==> config.mk <==
export PLATFORM = sky130hd
export DESIGN_NAME = tcw_front
export DESIGN_NICKNAME = d
export VERILOG_FILES = /design/src/sv/text_console_char_writer_defines.svh /design/src/sv/tcw_pkg.sv /design/src/sv/tcw_front.sv
export SDC_FILE = /design/constraint.sdc
export NUM_CORES = 1
export LEC_CHECK = 0
export BUFFER_PORTS_ARGS = -buffer_cell sky130_fd_sc_hd__buf_2
export CAP_MARGIN = 20
export CORE_AREA = 2 2 79 81
export DETAILED_ROUTE_END_ITERATION = 12
export DIE_AREA = 0 0 81 83
export HOLD_SLACK_MARGIN = 0.06
export SYNTH_ARGS = -nofsm -noshare
export SYNTH_HDL_FRONTEND = slang
export SYNTH_SLANG_ARGS = --single-unit
==> constraint.sdc <==
create_clock -name clock -period 3.6 [get_ports clock]
set_input_delay 0.18 -clock clock [delete_from_list [all_inputs] [get_ports clock]]
set_output_delay 0.18 -clock clock [all_outputs]
set_load 0.1 [all_outputs]
==> src/sv/text_console_char_writer_defines.svh <==
// ---------------------------------------------------------------------------
// Text console writer assertion macros
// Shared property wrappers; clock and reset come from the including module.
// ---------------------------------------------------------------------------
`ifndef TEXT_CONSOLE_CHAR_WRITER_DEFINES_SVH
`define TEXT_CONSOLE_CHAR_WRITER_DEFINES_SVH

// same-cycle implication
`define TCW_ASSERT_NOW(label, ante, cons) \
   label: assert property (@(posedge clock) disable iff (reset) (ante) |-> (cons)) \
      else $error("tcw assertion failed");

// next-cycle implication
`define TCW_ASSERT_NEXT(label, ante, cons) \
   label: assert property (@(posedge clock) disable iff (reset) (ante) |=> (cons)) \
      else $error("tcw assertion failed");

`endif

==> src/sv/tcw_pkg.sv <==
// ---------------------------------------------------------------------------
// Text console writer package
// Field widths, screen defaults, decoded command type and shared codes.
// ---------------------------------------------------------------------------
package tcw_pkg;

   localparam int DEF_COLS     = 80;
   localparam int DEF_ROWS     = 25;
   localparam int DEF_TAB_STEP = 4;

   localparam int ACTION_W = 2;
   localparam int CHAR_W   = 8;
   localparam int COL_W    = 7;
   localparam int ROW_W    = 5;
   localparam int CELL_W   = 16;
   localparam int ATTR_W   = 8;

   localparam int QUEUE_DEPTH = 2;

   localparam logic [CHAR_W-1:0] CH_BLANK = 8'h20;
   localparam logic [CHAR_W-1:0] CH_LF    = 8'h0A;
   localparam logic [CHAR_W-1:0] CH_TAB   = 8'h09;
   localparam logic [CHAR_W-1:0] CH_BS    = 8'h08;
   localparam logic [CHAR_W-1:0] CH_CR    = 8'h0D;

   localparam logic [CELL_W-1:0] RESET_CELL = 16'h0F20;
   localparam logic [ATTR_W-1:0] RESET_ATTR = 8'h0F;
   localparam logic [COL_W-1:0]  RESET_PROMPT = '0;

   typedef enum logic [ACTION_W-1:0] {
      ACT_PUT   = 2'd0,
      ACT_READ  = 2'd1,
      ACT_CLEAR = 2'd2,
      ACT_SETCUR = 2'd3
   } action_type;

   typedef enum logic [0:0] {
      CSR_ATTR   = 1'b0,
      CSR_PROMPT = 1'b1
   } csr_index_type;

   typedef enum logic [2:0] {
      OP_PRINT   = 3'd0,
      OP_NEWLINE = 3'd1,
      OP_CR      = 3'd2,
      OP_TAB     = 3'd3,
      OP_BS      = 3'd4,
      OP_READ    = 3'd5,
      OP_CLEAR   = 3'd6,
      OP_SETCUR  = 3'd7
   } op_type;

   typedef struct packed {
      op_type             op;
      logic [CHAR_W-1:0]  char_code;
      logic [COL_W-1:0]   target_col;
      logic [ROW_W-1:0]   target_row;
   } cmd_type;

endpackage

==> src/sv/tcw_front.sv <==
// ---------------------------------------------------------------------------
// Text console writer front end
// Accepts request words, decodes them into commands and queues them.
// ---------------------------------------------------------------------------
module tcw_front (
   input  logic                    clock,
   input  logic                    reset,
   input  logic                    req_tvalid,
   output logic                    req_tready,
   input  logic [23:0]             req_tdata,
   input  logic [1:0]              req_tuser,
   output logic                    cmd_valid,
   input  logic                    cmd_pop,
   output tcw_pkg::cmd_type        cmd
);

   localparam int PTR_W = (tcw_pkg::QUEUE_DEPTH > 1) ? $clog2(tcw_pkg::QUEUE_DEPTH) : 1;
   localparam int CNT_W = $clog2(tcw_pkg::QUEUE_DEPTH + 1);

   tcw_pkg::cmd_type  slot_ff [tcw_pkg::QUEUE_DEPTH];
   logic [PTR_W-1:0]  wr_ptr_ff, wr_ptr_in;
   logic [PTR_W-1:0]  rd_ptr_ff, rd_ptr_in;
   logic [CNT_W-1:0]  count_ff, count_in;
   tcw_pkg::cmd_type  decoded;
   logic              push;
   logic [tcw_pkg::CHAR_W-1:0] ch;

   assign ch = req_tdata[7:0];

   always_comb begin
      decoded.char_code  = ch;
      decoded.target_col = req_tdata[14:8];
      decoded.target_row = req_tdata[19:15];
      case (tcw_pkg::action_type'(req_tuser))
         tcw_pkg::ACT_PUT: begin
            if (ch == tcw_pkg::CH_LF) begin
               decoded.op = tcw_pkg::OP_NEWLINE;
            end else if (ch == tcw_pkg::CH_CR) begin
               decoded.op = tcw_pkg::OP_CR;
            end else if (ch == tcw_pkg::CH_TAB) begin
               decoded.op = tcw_pkg::OP_TAB;
            end else if (ch == tcw_pkg::CH_BS) begin
               decoded.op = tcw_pkg::OP_BS;
            end else begin
               decoded.op = tcw_pkg::OP_PRINT;
            end
         end
         tcw_pkg::ACT_READ:  decoded.op = tcw_pkg::OP_READ;
         tcw_pkg::ACT_CLEAR: decoded.op = tcw_pkg::OP_CLEAR;
         default:            decoded.op = tcw_pkg::OP_SETCUR;
      endcase
   end

   assign req_tready = (count_ff != CNT_W'(tcw_pkg::QUEUE_DEPTH));
   assign push       = req_tvalid && req_tready;
   assign cmd_valid  = (count_ff != '0);
   assign cmd        = slot_ff[rd_ptr_ff];

   always_comb begin
      wr_ptr_in = wr_ptr_ff;
      rd_ptr_in = rd_ptr_ff;
      count_in  = count_ff;
      if (push) begin
         wr_ptr_in = (wr_ptr_ff == PTR_W'(tcw_pkg::QUEUE_DEPTH - 1)) ? '0 : wr_ptr_ff + 1'b1;
      end
      if (cmd_pop) begin
         rd_ptr_in = (rd_ptr_ff == PTR_W'(tcw_pkg::QUEUE_DEPTH - 1)) ? '0 : rd_ptr_ff + 1'b1;
      end
      if (push && !cmd_pop) begin
         count_in = count_ff + 1'b1;
      end else if (!push && cmd_pop) begin
         count_in = count_ff - 1'b1;
      end
   end

   always_ff @(posedge clock) begin
      if (reset) begin
         wr_ptr_ff <= '0;
         rd_ptr_ff <= '0;
         count_ff  <= '0;
      end else begin
         wr_ptr_ff <= wr_ptr_in;
         rd_ptr_ff <= rd_ptr_in;
         count_ff  <= count_in;
      end
   end

   always_ff @(posedge clock) begin
      if (push) begin
         slot_ff[wr_ptr_ff] <= decoded;
      end
   end

endmodule

; Yosys cells after proc, flatten, opt, wreduce, memory -nomap -nowiden
; Memories as Yosys holds them, arrays and structs flattened. A register that Yosys moved wholly into a read port is not among the register bits.
; Index checks and enable logic that the tools add are counted.
[totals]
out_inout_bits = 25
wordCells = 36
ramBits = 46
inputBits = 30
ff_bits = 4
mem_count = 1
[memory_table]
columns = memory, words, word_bits, rd, rd_clocked_by_memory_dff, write_ports, line
row1 = slot_ff, 2, 23, 1, 1, 1, tcw_front.sv:20  ; tcw_pkg::cmd_type slot_ff [tcw_pkg::QUEUE_DEPTH];
[classes]
add_sub_neg = 4
mux = 13
reduce_logical = 8
eq_ne = 7
[op_table]
columns = op, n
row1 = "8-bit by 4-bit equality test with 1-bit output, second input constant", 4
row2 = 3-bit 2-to-1 mux, 4
row3 = 3-bit one-hot mux with 3 select lines, 1
row4 = 1-bit 2-to-1 mux, 6
row5 = 2-bit 2-to-1 mux, 2
row6 = 2-bit nonzero test, 2
row7 = 1-bit logical AND, 3
row8 = "1-bit adder, second input constant", 2
row9 = "2-bit by 1-bit adder with 2-bit output, second input constant", 1
row10 = "2-bit by 1-bit equality test with 1-bit output, second input constant", 1
row11 = "2-bit equality test, second input constant", 1
row12 = 1-bit logical NOT, 2
row13 = 2-bit logical NOT, 1
row14 = "2-bit inequality test, second input constant", 1
row15 = "2-bit by 1-bit subtractor with 2-bit output, second input constant", 1

; Depth between registers and ports, before layout
; Gate-level depths: netlist of run 1.
[logic_depth]
word_depth = 6
ltp_mapped = 6
mapped_depth_nobuf = 6

; Least setup slack after synthesis of run 1
; Ideal clock, no wire load.
[synth_path]
kind = reg-to-reg
start = reg count_ff[0]
end = mem slot_ff[1][0] in the netlist's numbering, enable pin
setup_ns = 0.382
t_required_ns = 3.218
path_buffers = 0
path_stages_with_launch = 3
setup_slack_ns = 1.237
period_less_slack_ns = 2.363
arrival_time_ns = 1.981
cell_sequence = dfxtp_1 > nand2b_1 > and3_1
[synth_via]
elab_chain_cells = 4
[synth_lines]
columns = item, line
row1 = from (decl), tcw_front.sv:23  ; logic [CNT_W-1:0] count_ff, count_in;
row2 = from (signal assigned), tcw_front.sv:84  ; count_ff <= count_in;
row3 = 2-bit inequality test, tcw_front.sv:54  ; assign req_tready = (count_ff != CNT_W'(tcw_pkg::QUEUE_DEPTH));
row4 = via req_tready, tcw_front.sv:9  ; output logic req_tready,
row5 = 1-bit logical AND, tcw_front.sv:55  ; assign push = req_tvalid && req_tready;
row6 = 1-bit 2-to-1 mux, tcw_front.sv:89  ; if (push) begin
row7 = 1-bit 2-to-1 mux (implied by the code), tcw_front.sv:90  ; slot_ff[wr_ptr_ff] <= decoded;
row8 = to (decl), tcw_front.sv:20
; The timed path passes the listed nets, and every way through them passes these cells.

==> results of run 1 <==
==> routing by layer <==
| metal | share of wire [%] | track usage (%) | wire [um] | up-vias |
|---|---|---|---|---|
| met5 | 0 | 0 | 0 | - |
| met4 | 2.1 | 4.931 | 73 | 0 |
| met3 | 6.2 | 4.130 | 219 | 8 |
| met2 | 50 | 19.31 | 1758 | 34 |
| met1 | 42 | 12.77 | 1468 | 531 |
| li1 | - | - | - | 543 |
==> worst register-to-register path, stage by stage (launching register included) <==
cell      delay, ps
dfxtp_1         410
nand2b_1        220
nand3b_1        120
inv_1           710
==> area by class of cell <==
type / count / share of cell area [%]
Multi-Input combinational cell: 54 / 19.67
Tap cell: 75 / 3.744
Sequential cell: 51 / 59.11
Inverter: 4 / 0.5991
Clock buffer: 6 / 2.896
Timing Repair Buffer: 57 / 13.48
Clock inverter: 2 / 0.4993
==> report_power, final <==
part	total [mW]	internal (mW)	switching [mW]	leakage (nW)
registers	0.744	0.716	0.0279	0.471
logic	0.536	0.108	0.428	0.436
clock network	0.314	0.136	0.178	0.0428
total	1.59	0.961	0.633	0.950
==> metrics by stage <==
step	power, mW	std cells	util (%)	area (sq um)
floorplan	1.197	111	-	1999
global placement	1.274	234	40.12	2333
detailed placement	1.288	234	40.12	2333
CTS	1.599	244	41.93	2439
global route	1.662	249	43.09	2506
finish	1.594	249	43.09	2506
==> flip-flops by register name, summed over array words and instances, names as in the netlist, named ones only <==
register   cells
rd_ptr_ff      1
slot_ff       46
wr_ptr_ff      1
count_ff       2
==> path summary, 6_finish.rpt <==
check	end	slack (ps)	cells past startpoint
max	cmd[21]	1360	2
min	slot_ff[0][0]	70	1
max reg2reg	slot_ff[0][2]	1760	3
min reg2reg	flip-flop	540	2
==> cells in the final DEF, fill, tap and decap left out <==
| cell type | netlist | layout |
|---|---|---|
| buf_2 | 2 | 50 |
| edfxtp_1 | 46 | 46 |
| mux2_2 | 23 | 23 |
| dlygate4sd3_1 | 0 | 6 |
| nor2_1 | 5 | 5 |
| dfxtp_1 | 5 | 5 |
| clkbuf_8 | 0 | 5 |
| inv_1 | 4 | 4 |
| a21oi_1 | 4 | 4 |
| ha_1 | 3 | 3 |
| nand3b_1 | 2 | 2 |
| xnor2_1 | 2 | 2 |
| o21ai_0 | 2 | 2 |
| xor2_1 | 2 | 2 |
| nor4b_4 | 1 | 1 |
| nand3_1 | 1 | 1 |
| o31ai_1 | 1 | 1 |
| o41ai_2 | 1 | 1 |
| nand2_1 | 1 | 1 |
| or2_2 | 1 | 1 |
| nand2b_1 | 1 | 1 |
| and3_1 | 1 | 1 |
| and2_1 | 1 | 1 |
| a21bo_2 | 1 | 1 |
| or3_1 | 1 | 1 |
| clkinv_4 | 0 | 1 |
| clkinv_1 | 0 | 1 |
| clkbuf_1 | 0 | 1 |
| buf_16 | 0 | 1 |
==> cell families after synthesis <==
| kind of cell | synth area share [%] |
|---|---|
| xor gates and xnor gates | 1.753 |
| muxes | 12.95 |
| DFF | 74.09 |
| adders and majority gates | 1.878 |
| buffers and inverters | 1.251 |
| and+or+nand+nor | 4.881 |
| AOI/OAI and AO/OA | 3.192 |
==> report_table.html, run 1 <==
<table>
<tr><th>Metric</th><th>Value</th></tr>
<tr><th colspan="2">Timing</th></tr>
<tr><td>Final setup violation count</td><td>0</td></tr>
<tr><td>Min cycle time layout</td><td>between 2000 and 2500 ps</td></tr>
<tr><td>Worst slew pin tran</td><td>a little over 1000 ps</td></tr>
<tr><td>Unrepaired setup endpoints after global routing</td><td>no</td></tr>
<tr><td>Crit path setup slack, layout</td><td>1358 ps</td></tr>
<tr><td>Final count of pins violating max slew</td><td>0</td></tr>
<tr><td>Worst max-slew margin expressed relative to the limit</td><td>approximately 31%</td></tr>
<tr><td>Ratio of final minimum period to clock period</td><td>62.29%</td></tr>
<tr><td>Final setup TNS</td><td>0 ps</td></tr>
<tr><td>Hold WS</td><td>a little over 70 ps</td></tr>
<tr><td>Maximum clock frequency</td><td>445.9 MHz</td></tr>
<tr><td>Worst clock skew</td><td>7.428 ps</td></tr>
<tr><td>Fin. Hold Viols</td><td>0</td></tr>
<tr><th colspan="2">Synth</th></tr>
<tr><td>Number of enable-type register cells in the synthesized netlist</td><td>46</td></tr>
<tr><td>Syn Nets</td><td>~140</td></tr>
<tr><td>Synthesis Warnings</td><td>0</td></tr>
<tr><td>Post-synth top area cell</td><td>edfxtp_1</td></tr>
<tr><td>Most used flip-flop cell after synthesis</td><td>edfxtp_1</td></tr>
<tr><td>Area of the mapped netlist</td><td>1999 sq um</td></tr>
<tr><td>Top-area cell type share of the netlist area</td><td>69.09%</td></tr>
<tr><td>Avg Cell Area, Syn</td><td>about 18 sq um</td></tr>
<tr><td>Most common library cells after synthesis</td><td>edfxtp_1 (46), mux2_2 (23), dfxtp_1 (5), nor2_1 (5)</td></tr>
<tr><td>Number of storage elements in the synthesis netlist</td><td>between 50 and 60</td></tr>
<tr><td>Cell with the most instances after synthesis</td><td>edfxtp_1</td></tr>
<tr><td>Largest cells by area after synthesis</td><td>edfxtp_1 (69%), mux2_2 (13%), dfxtp_1 (5.0%)</td></tr>
<tr><td>Cells after Synth</td><td>between 100 and 150</td></tr>
<tr><td>Sequential fraction of the synthesis area</td><td>74.09%</td></tr>
<tr><td>Number of distinct library cells after synthesis</td><td>23</td></tr>
<tr><td>Async set-reset flop share out of synthesis</td><td>0%</td></tr>
<tr><th colspan="2">CTS</th></tr>
<tr><td>Gates resized, CTS repair</td><td>0</td></tr>
<tr><td>Clock insertion delay at the later pin of the skew report</td><td>300 ps</td></tr>
<tr><td>CTS tree</td><td>built</td></tr>
<tr><td>CTS Hold Buffers Added</td><td>2</td></tr>
<tr><td>Level count of the clock H-tree</td><td>2</td></tr>
<tr><td>Cell at the root of the clock tree</td><td>clkbuf_8</td></tr>
<tr><td>Number of CTS-inserted buffers</td><td>5</td></tr>
<tr><td>Clock-pin slew of the registers on the worst-case setup and hold paths</td><td>80 ps</td></tr>
<tr><td>Post-CTS setup buffers</td><td>0</td></tr>
<tr><td>Clock tree sinks</td><td>about 50</td></tr>
<tr><td>Clk buf depth</td><td>2</td></tr>
<tr><th colspan="2">Layout</th></tr>
<tr><td>Total area of multi-input combinational cells</td><td>around 490 sq um</td></tr>
<tr><td>Fraction of final layout cells sized beyond drive strength 1</td><td>roughly 48%</td></tr>
<tr><td>Diode count</td><td>0</td></tr>
<tr><td>Nets</td><td>between 200 and 250</td></tr>
<tr><td>Layout fillers</td><td>approximately 550</td></tr>
<tr><td>Storage element area</td><td>about 1500 sq um</td></tr>
<tr><td>Synthesis-to-finish area growth</td><td>25.34%</td></tr>
<tr><th colspan="2">Worst setup path</th></tr>
<tr><td>Highest net fanout along the worst path</td><td>23</td></tr>
<tr><td>Kind of launch point of the worst setup path</td><td>flip-flop</td></tr>
<tr><td>Worst Path Buf+Inv</td><td>1</td></tr>
<tr><td>Required time of the critical path</td><td>3420 ps</td></tr>
<tr><td>Largest stage delay, worst path</td><td>1000 ps</td></tr>
<tr><td>Worst reg2reg path startpoint</td><td>count_ff[0]</td></tr>
<tr><td>Critical Path, Cell by Cell</td><td>mux2_2 &gt; buf_2</td></tr>
<tr><td>Slowest-stage cell, CP</td><td>dfxtp_1</td></tr>
<tr><td>Worst Setup End Kind</td><td>output pin</td></tr>
<tr><td>Largest delay share family, worst path</td><td>flip-flops</td></tr>
<tr><td>Arrival time of data at the critical path endpoint</td><td>between 2000 and 2500 ps</td></tr>
<tr><td>Setup Crit Path Kind</td><td>reg -&gt; out</td></tr>
<tr><th colspan="2">Power and ir drop</th></tr>
<tr><td>Power per standard cell area</td><td>about 640 nW/um^2</td></tr>
<tr><td>Leakage component of the power</td><td>0.9497 nW</td></tr>
<tr><td>Max rail drop VDD</td><td>0.1976 mV</td></tr>
<tr><th colspan="2">Placed design</th></tr>
<tr><td>Count of input and output buffers</td><td>50</td></tr>
<tr><td>Worst setup timing slack at the placement stage</td><td>~1600 ps</td></tr>
<tr><td>Post-detailed-placement half-perimeter wirelength</td><td>2387 um</td></tr>
<tr><td>Routability congestion estimate from global placement</td><td>~0.75</td></tr>
<tr><th colspan="2">Detailed routing</th></tr>
<tr><td>Final routed wire length divided by cell count</td><td>around 14 um</td></tr>
<tr><td>Drt drc</td><td>0</td></tr>
<tr><td>Via count</td><td>~1,100</td></tr>
<tr><td>Number of antenna-violating nets in the routed design</td><td>0</td></tr>
<tr><td>Vias per Instance</td><td>approximately 4.5</td></tr>
<tr><td>Iter 0 DRT Violations</td><td>69</td></tr>
<tr><td>Detailed Route WL</td><td>approximately 3500 um</td></tr>
<tr><td>Pre-antenna DRT Iters</td><td>2</td></tr>
<tr><th colspan="2">Floorplan</th></tr>
<tr><td>Standard cell core area</td><td>a little under 6000 sq um</td></tr>
<tr><td>DIE HEIGHT</td><td>83 um</td></tr>
<tr><td>Std cell rows</td><td>28</td></tr>
<tr><td>Overall die width</td><td>81 um</td></tr>
<tr><td>Die Footprint</td><td>about 6700 sq um</td></tr>
<tr><td>Ports placed on the boundary</td><td>55</td></tr>
<tr><td>Initial core utilization</td><td>approximately a third</td></tr>
<tr><th colspan="2">GRT</th></tr>
<tr><td>Maximum number of pins on one net before global-route repair</td><td>24</td></tr>
<tr><td>Wire length of the first global-routing pass</td><td>~5800 um</td></tr>
<tr><td>Vias in the first global route</td><td>1,248</td></tr>
<tr><td>Grt total ovfl</td><td>0</td></tr>
<tr><td>GRT Total Usage</td><td>a little under an eighth</td></tr>
<tr><td>Antenna violations before repair</td><td>0</td></tr>
<tr><th colspan="2">Run</th></tr>
<tr><td>Maximum Capacitance Violations</td><td>0</td></tr>
<tr><th colspan="2">Outcome</th></tr>
<tr><td>Result of the run</td><td>finished clean</td></tr>
<tr><th colspan="2">Hold path</th></tr>
<tr><td>Hold path startpoint</td><td>req_tdata[15]</td></tr>
<tr><td>Class of the most critical hold timing path</td><td>in -&gt; reg</td></tr>
</table>
No activity file was read; power rests on OpenSTA's default activity.
==> run 2: changes to the inputs <==
--- a/config.mk
+++ b/config.mk
@@ -5,11 +5,12 @@
 export SDC_FILE = /design/constraint.sdc
 export NUM_CORES = 1
 export LEC_CHECK = 0
+export ABC_AREA = 1
 export BUFFER_PORTS_ARGS = -buffer_cell sky130_fd_sc_hd__buf_2
 export CAP_MARGIN = 20
-export CORE_AREA = 2 2 79 81
+export CORE_AREA = 2 2 80 82
 export DETAILED_ROUTE_END_ITERATION = 12
-export DIE_AREA = 0 0 81 83
+export DIE_AREA = 0 0 82 84
 export HOLD_SLACK_MARGIN = 0.06
 export SYNTH_ARGS = -nofsm -noshare
 export SYNTH_HDL_FRONTEND = slang
==> constraint.sdc (replaced) <==
create_clock -name clock -period 1.9 [get_ports clock]
set_input_delay 0.095 -clock clock [delete_from_list [all_inputs] [get_ports clock]]
set_output_delay 0.095 -clock clock [all_outputs]
set_load 0.1 [all_outputs]
==> run 2 against run 1 <==
Net effect:
- core utilization up 8.3 points
- clock-buffer cell count fell by 1
- sequential power increased by 83%
- non-clock buffer count grew 18
- global-route usage is 0.34 points higher
- critical endpoint is now cmd[4]
==> report_table.html, run 2 <==
<table>
<tr><th>Metric</th><th>Value</th></tr>
<tr><th colspan="2">Synth</th></tr>
<tr><td>Cells after Synth</td><td>138 (was 111)</td></tr>
<tr><td>Combinational family with the most area after synthesis</td><td>multiplexers (unchanged)</td></tr>
<tr><td>Post-synth top area cell</td><td>edfxtp_1 (unchanged)</td></tr>
<tr><td>Area of the mapped netlist</td><td>2066 sq um (was 1999 sq um)</td></tr>
<tr><td>Most common library cells after synthesis</td><td>edfxtp_1 (46), nand2_1 (24), mux2_2 (21), inv_1 (14), nor2_1 (9) (was edfxtp_1 (46), mux2_2 (23), dfxtp_1 (5), nor2_1 (5))</td></tr>
<tr><td>Area share of fa/ha/maj cells after synthesis</td><td>1.817% (was 1.877%)</td></tr>
<tr><td>Syn Nets</td><td>171 (was 144)</td></tr>
<tr><td>Sequential fraction of the synthesis area</td><td>71.71% (was 74.09%)</td></tr>
<tr><td>Number of enable-type register cells in the synthesized netlist</td><td>46 (unchanged)</td></tr>
<tr><td>Largest cells by area after synthesis</td><td>edfxtp_1 (67%), mux2_2 (11%), dfxtp_1 (4.8%) (was edfxtp_1 (69%), mux2_2 (13%), dfxtp_1 (5.0%))</td></tr>
<tr><td>Top-area cell type share of the netlist area</td><td>66.87% (was 69.09%)</td></tr>
<tr><td>Complex-gate fraction of the synthesized area</td><td>1.393% (was 3.191%)</td></tr>
<tr><td>Number of storage elements in the synthesis netlist</td><td>51 (unchanged)</td></tr>
<tr><td>Number of distinct library cells after synthesis</td><td>19 (was 23)</td></tr>
<tr><td>Area share of xor/xnor cells in the synthesized design</td><td>0.4240% (was 1.752%)</td></tr>
<tr><td>Synthesis Warnings</td><td>0 (unchanged)</td></tr>
<tr><td>Mux share of post-synthesis cell area</td><td>12.90% (was 12.95%)</td></tr>
<tr><td>Most used flip-flop cell after synthesis</td><td>edfxtp_1 (unchanged)</td></tr>
<tr><td>Async set-reset flop share out of synthesis</td><td>0% (unchanged)</td></tr>
<tr><td>Cell with the most instances after synthesis</td><td>edfxtp_1 (unchanged)</td></tr>
<tr><td>Avg Cell Area, Syn</td><td>14.97 sq um (was 18.01 sq um)</td></tr>
<tr><td>Share of synthesized cell area in and, or, nand and nor gates</td><td>7.935% (was 4.881%)</td></tr>
<tr><th colspan="2">Layout</th></tr>
<tr><td>Layout fillers</td><td>539 (was 548)</td></tr>
<tr><td>Diode count</td><td>0 (unchanged)</td></tr>
<tr><td>Top reg by flops</td><td>slot_ff (unchanged)</td></tr>
<tr><td>Count of placed standard cells in the final layout, fillers left out</td><td>296 (was 249)</td></tr>
<tr><td>Largest register FFs</td><td>46 (unchanged)</td></tr>
<tr><td>Fraction of final layout cells sized beyond drive strength 1</td><td>42.01% (was 48.28%)</td></tr>
<tr><td>Storage element area</td><td>1481 sq um (unchanged)</td></tr>
<tr><td>Final cell utilization of the core</td><td>51.35% (was 43.09%)</td></tr>
<tr><td>Most common library cell in the layout ignoring fill and taps</td><td>edfxtp_1 (was buf_2)</td></tr>
<tr><td>Most frequent cells in the layout</td><td>edfxtp_1 (46), buf_2 (27), buf_12 (25) (was buf_2 (50), edfxtp_1 (46), mux2_2 (23))</td></tr>
<tr><td>Synthesis-to-finish area growth</td><td>51.54% (was 25.34%)</td></tr>
<tr><td>Nets</td><td>251 (was 206)</td></tr>
<tr><td>Total area of multi-input combinational cells</td><td>523.0 sq um (was 493.0 sq um)</td></tr>
<tr><td>Non-Filler Cell Area, Final</td><td>3131 sq um (was 2506 sq um)</td></tr>
<tr><td>Registers with the most flip-flops</td><td>slot_ff: 46 flops, count_ff: 2 flops (unchanged)</td></tr>
<tr><th colspan="2">GRT</th></tr>
<tr><td>Maximum number of pins on one net before global-route repair</td><td>18 (was 24)</td></tr>
<tr><td>GRT Total Usage</td><td>11.78% (was 11.44%)</td></tr>
<tr><td>Antenna violations before repair</td><td>0 (unchanged)</td></tr>
<tr><td>Wire length of the first global-routing pass</td><td>5940 um (was 5809 um)</td></tr>
<tr><td>Grt total ovfl</td><td>0 (unchanged)</td></tr>
<tr><td>Vias in the first global route</td><td>1,298 (was 1,248)</td></tr>
<tr><th colspan="2">Timing</th></tr>
<tr><td>Fin. Hold Viols</td><td>0 (unchanged)</td></tr>
<tr><td>Maximum clock frequency</td><td>583.3 MHz</td></tr>
<tr><td>Worst slew pin tran</td><td>485.0 ps (was 1030 ps)</td></tr>
<tr><td>Min cycle time layout</td><td>1714 ps</td></tr>
<tr><td>Unrepaired setup endpoints after global routing</td><td>no (unchanged)</td></tr>
<tr><td>Worst max-slew margin expressed relative to the limit</td><td>67.89% (was 31.21%)</td></tr>
<tr><td>Crit path setup slack, layout</td><td>185.6 ps (was 1358 ps)</td></tr>
<tr><td>Final count of pins violating max slew</td><td>0 (unchanged)</td></tr>
<tr><td>Final setup violation count</td><td>0 (unchanged)</td></tr>
<tr><td>Ratio of final minimum period to clock period</td><td>90.23%</td></tr>
<tr><td>Final setup TNS</td><td>0 ps (unchanged)</td></tr>
<tr><td>Hold WS</td><td>88.01 ps (was 72.74 ps)</td></tr>
<tr><td>Worst clock skew</td><td>3.118 ps (was 7.428 ps)</td></tr>
<tr><th colspan="2">Power and ir drop</th></tr>
<tr><td>Leakage component of the power</td><td>1.259 nW (was 0.9497 nW)</td></tr>
<tr><td>Power Internal</td><td>2.140 mW (was 0.9611 mW)</td></tr>
<tr><td>Net Sw Frac</td><td>34.60% (was 39.72%)</td></tr>
<tr><td>Reg power frac</td><td>41.6% (was 46.7%)</td></tr>
<tr><td>Power per standard cell area</td><td>1045 nW/um^2 (was 636.1 nW/um^2)</td></tr>
<tr><td>Max rail drop VDD</td><td>0.5503 mV (was 0.1976 mV)</td></tr>
<tr><td>Switch Pwr</td><td>1.132 mW (was 0.6331 mW)</td></tr>
<tr><td>Share of power burned in the clock network</td><td>22.5% (was 19.7%)</td></tr>
<tr><td>Proportion of power drawn by combinational gates</td><td>35.9% (was 33.6%)</td></tr>
<tr><td>Final Total Pwr</td><td>3.273 mW (was 1.594 mW)</td></tr>
<tr><th colspan="2">Outcome</th></tr>
<tr><td>Result of the run</td><td>finished clean (unchanged)</td></tr>
<tr><th colspan="2">Worst setup path</th></tr>
<tr><td>Setup Crit Path Kind</td><td>reg -&gt; out (unchanged)</td></tr>
<tr><td>Worst Path Buf+Inv</td><td>2 (was 1)</td></tr>
<tr><td>Critical Path, Cell by Cell</td><td>buf_12 &gt; mux2_2 &gt; buf_12 (was mux2_2 &gt; buf_2)</td></tr>
<tr><td>Kind of launch point of the worst setup path</td><td>flip-flop (unchanged)</td></tr>
<tr><td>Largest delay share family, worst path</td><td>flip-flops (unchanged)</td></tr>
<tr><td>Worst Setup End Kind</td><td>output pin (unchanged)</td></tr>
<tr><td>Slowest-stage cell, CP</td><td>dfxtp_1 (unchanged)</td></tr>
<tr><td>Largest stage delay, worst path</td><td>550 ps (was 1000 ps)</td></tr>
<tr><td>Required time of the critical path</td><td>1800 ps (was 3420 ps)</td></tr>
<tr><td>Arrival time of data at the critical path endpoint</td><td>1620 ps (was 2060 ps)</td></tr>
<tr><td>Highest net fanout along the worst path</td><td>17 (was 23)</td></tr>
<tr><td>Dominant cell type by count on the critical path</td><td>buf_12</td></tr>
<tr><th colspan="2">Placed design</th></tr>
<tr><td>Post-detailed-placement half-perimeter wirelength</td><td>2600 um (was 2387 um)</td></tr>
<tr><td>Number of instances in the placed design</td><td>267 (was 234)</td></tr>
<tr><td>Post-place instance area</td><td>2808 sq um (was 2333 sq um)</td></tr>
<tr><td>Worst setup timing slack at the placement stage</td><td>385.1 ps (was 1626 ps)</td></tr>
<tr><td>Count of input and output buffers</td><td>50 (unchanged)</td></tr>
<tr><td>Routability congestion estimate from global placement</td><td>0.6892 (was 0.7451)</td></tr>
<tr><th colspan="2">Floorplan</th></tr>
<tr><td>Std cell rows</td><td>29 (was 28)</td></tr>
<tr><td>Overall die width</td><td>82 um (was 81 um)</td></tr>
<tr><td>Ports placed on the boundary</td><td>55 (unchanged)</td></tr>
<tr><td>Standard cell core area</td><td>6096 sq um (was 5816 sq um)</td></tr>
<tr><td>Initial core utilization</td><td>33.89% (was 34.38%)</td></tr>
<tr><td>DIE HEIGHT</td><td>84 um (was 83 um)</td></tr>
<tr><td>Die Footprint</td><td>6888 sq um (was 6723 sq um)</td></tr>
<tr><th colspan="2">Detailed routing</th></tr>
<tr><td>Vias per Instance</td><td>4.321 (was 4.482)</td></tr>
<tr><td>Iter 0 DRT Violations</td><td>37 (was 69)</td></tr>
<tr><td>Drt drc</td><td>0 (unchanged)</td></tr>
<tr><td>Detailed Route WL</td><td>3699 um (was 3520 um)</td></tr>
<tr><td>Final routed wire length divided by cell count</td><td>12.50 um (was 14.14 um)</td></tr>
<tr><td>Via count</td><td>1,279 (was 1,116)</td></tr>
<tr><td>Number of antenna-violating nets in the routed design</td><td>0 (unchanged)</td></tr>
<tr><td>Pre-antenna DRT Iters</td><td>4 (was 2)</td></tr>
<tr><th colspan="2">CTS</th></tr>
<tr><td>CTS Hold Buffers Added</td><td>21 (was 2)</td></tr>
<tr><td>Cell at the root of the clock tree</td><td>clkbuf_8 (unchanged)</td></tr>
<tr><td>Clock tree sinks</td><td>51 (unchanged)</td></tr>
<tr><td>Level count of the clock H-tree</td><td>2 (unchanged)</td></tr>
<tr><td>Clk buf depth</td><td>2 (unchanged)</td></tr>
<tr><td>CTS tree</td><td>built (unchanged)</td></tr>
<tr><td>Clock-pin slew of the registers on the worst-case setup and hold paths</td><td>90 ps (was 80 ps)</td></tr>
<tr><td>Number of CTS-inserted buffers</td><td>5 (unchanged)</td></tr>
<tr><td>Gates resized, CTS repair</td><td>0 (unchanged)</td></tr>
<tr><td>Post-CTS setup buffers</td><td>0 (unchanged)</td></tr>
<tr><td>Clock insertion delay at the later pin of the skew report</td><td>300 ps (about the same)</td></tr>
<tr><th colspan="2">Run</th></tr>
<tr><td>Maximum Capacitance Violations</td><td>0 (unchanged)</td></tr>
<tr><th colspan="2">Hold path</th></tr>
<tr><td>Class of the most critical hold timing path</td><td>in -&gt; reg (unchanged)</td></tr>
</table>
run 2: cell type report:
| class | count | area share (%) |
|---|---|---|
| Sequential cell | 51 | 47.32 |
| Timing Repair Buffer | 75 | 27.50 |
| Multi-Input combinational cell | 70 | 16.71 |
| Tap cell | 77 | 3.078 |
| Clock buffer | 5 | 2.198 |
| Inverter | 15 | 1.799 |
| Clock inverter | 3 | 1.399 |
run 2: per-layer routing:
metal  track usage (%)  up-vias  share of wire [%]
met4             4.545        0                1.4
li1                  -      639                  -
met5                 0        -                  0
met2             21.14       41                 54
met3             3.571        5                5.2
met1             12.56      594                 39
run 2: final timing paths:
| check | end | slack [ps] | cells past startpoint | startpoint |
|---|---|---|---|---|
| setup / recovery | cmd[4] | 190 | 3 | flip-flop |
| hold / removal | rd_ptr_ff | 90 | 3 | cmd_pop |
| setup reg to reg | count_ff[1] | 390 | 9 | count_ff[0] |
| hold reg to reg | count_ff[0] | 510 | 2 | count_ff[0] |
run 2: power groups by stage:
stage | Clock (mW) | Sequential, mW | Combinational, mW
after global routing | 0.810 | 1.37 | 1.22
after CTS | 0.764 | 1.36 | 1.19
after detailed placement | 0 | 1.39 | 1.15
final | 0.738 | 1.36 | 1.17
after floorplan | 0 | 1.38 | 0.754
after global placement | 0 | 1.38 | 1.14
run 2: tightest hold or removal path, delay by kind of cell:
kind | cells | cell delay [ps]
and+or+nand+nor | 1 | 80
xor gates and xnor gates | 1 | 80
buffers and inverters | 1 | 100
run 2: cells by family (layout without fill, tap and decap cells):
group,count (synthesis),after routing
compound gates,5,5
xor+xnor,1,1
fa+ha+maj,3,3
buf+inv,17,98
flops,51,51
mux,23,23
simple gates,38,38
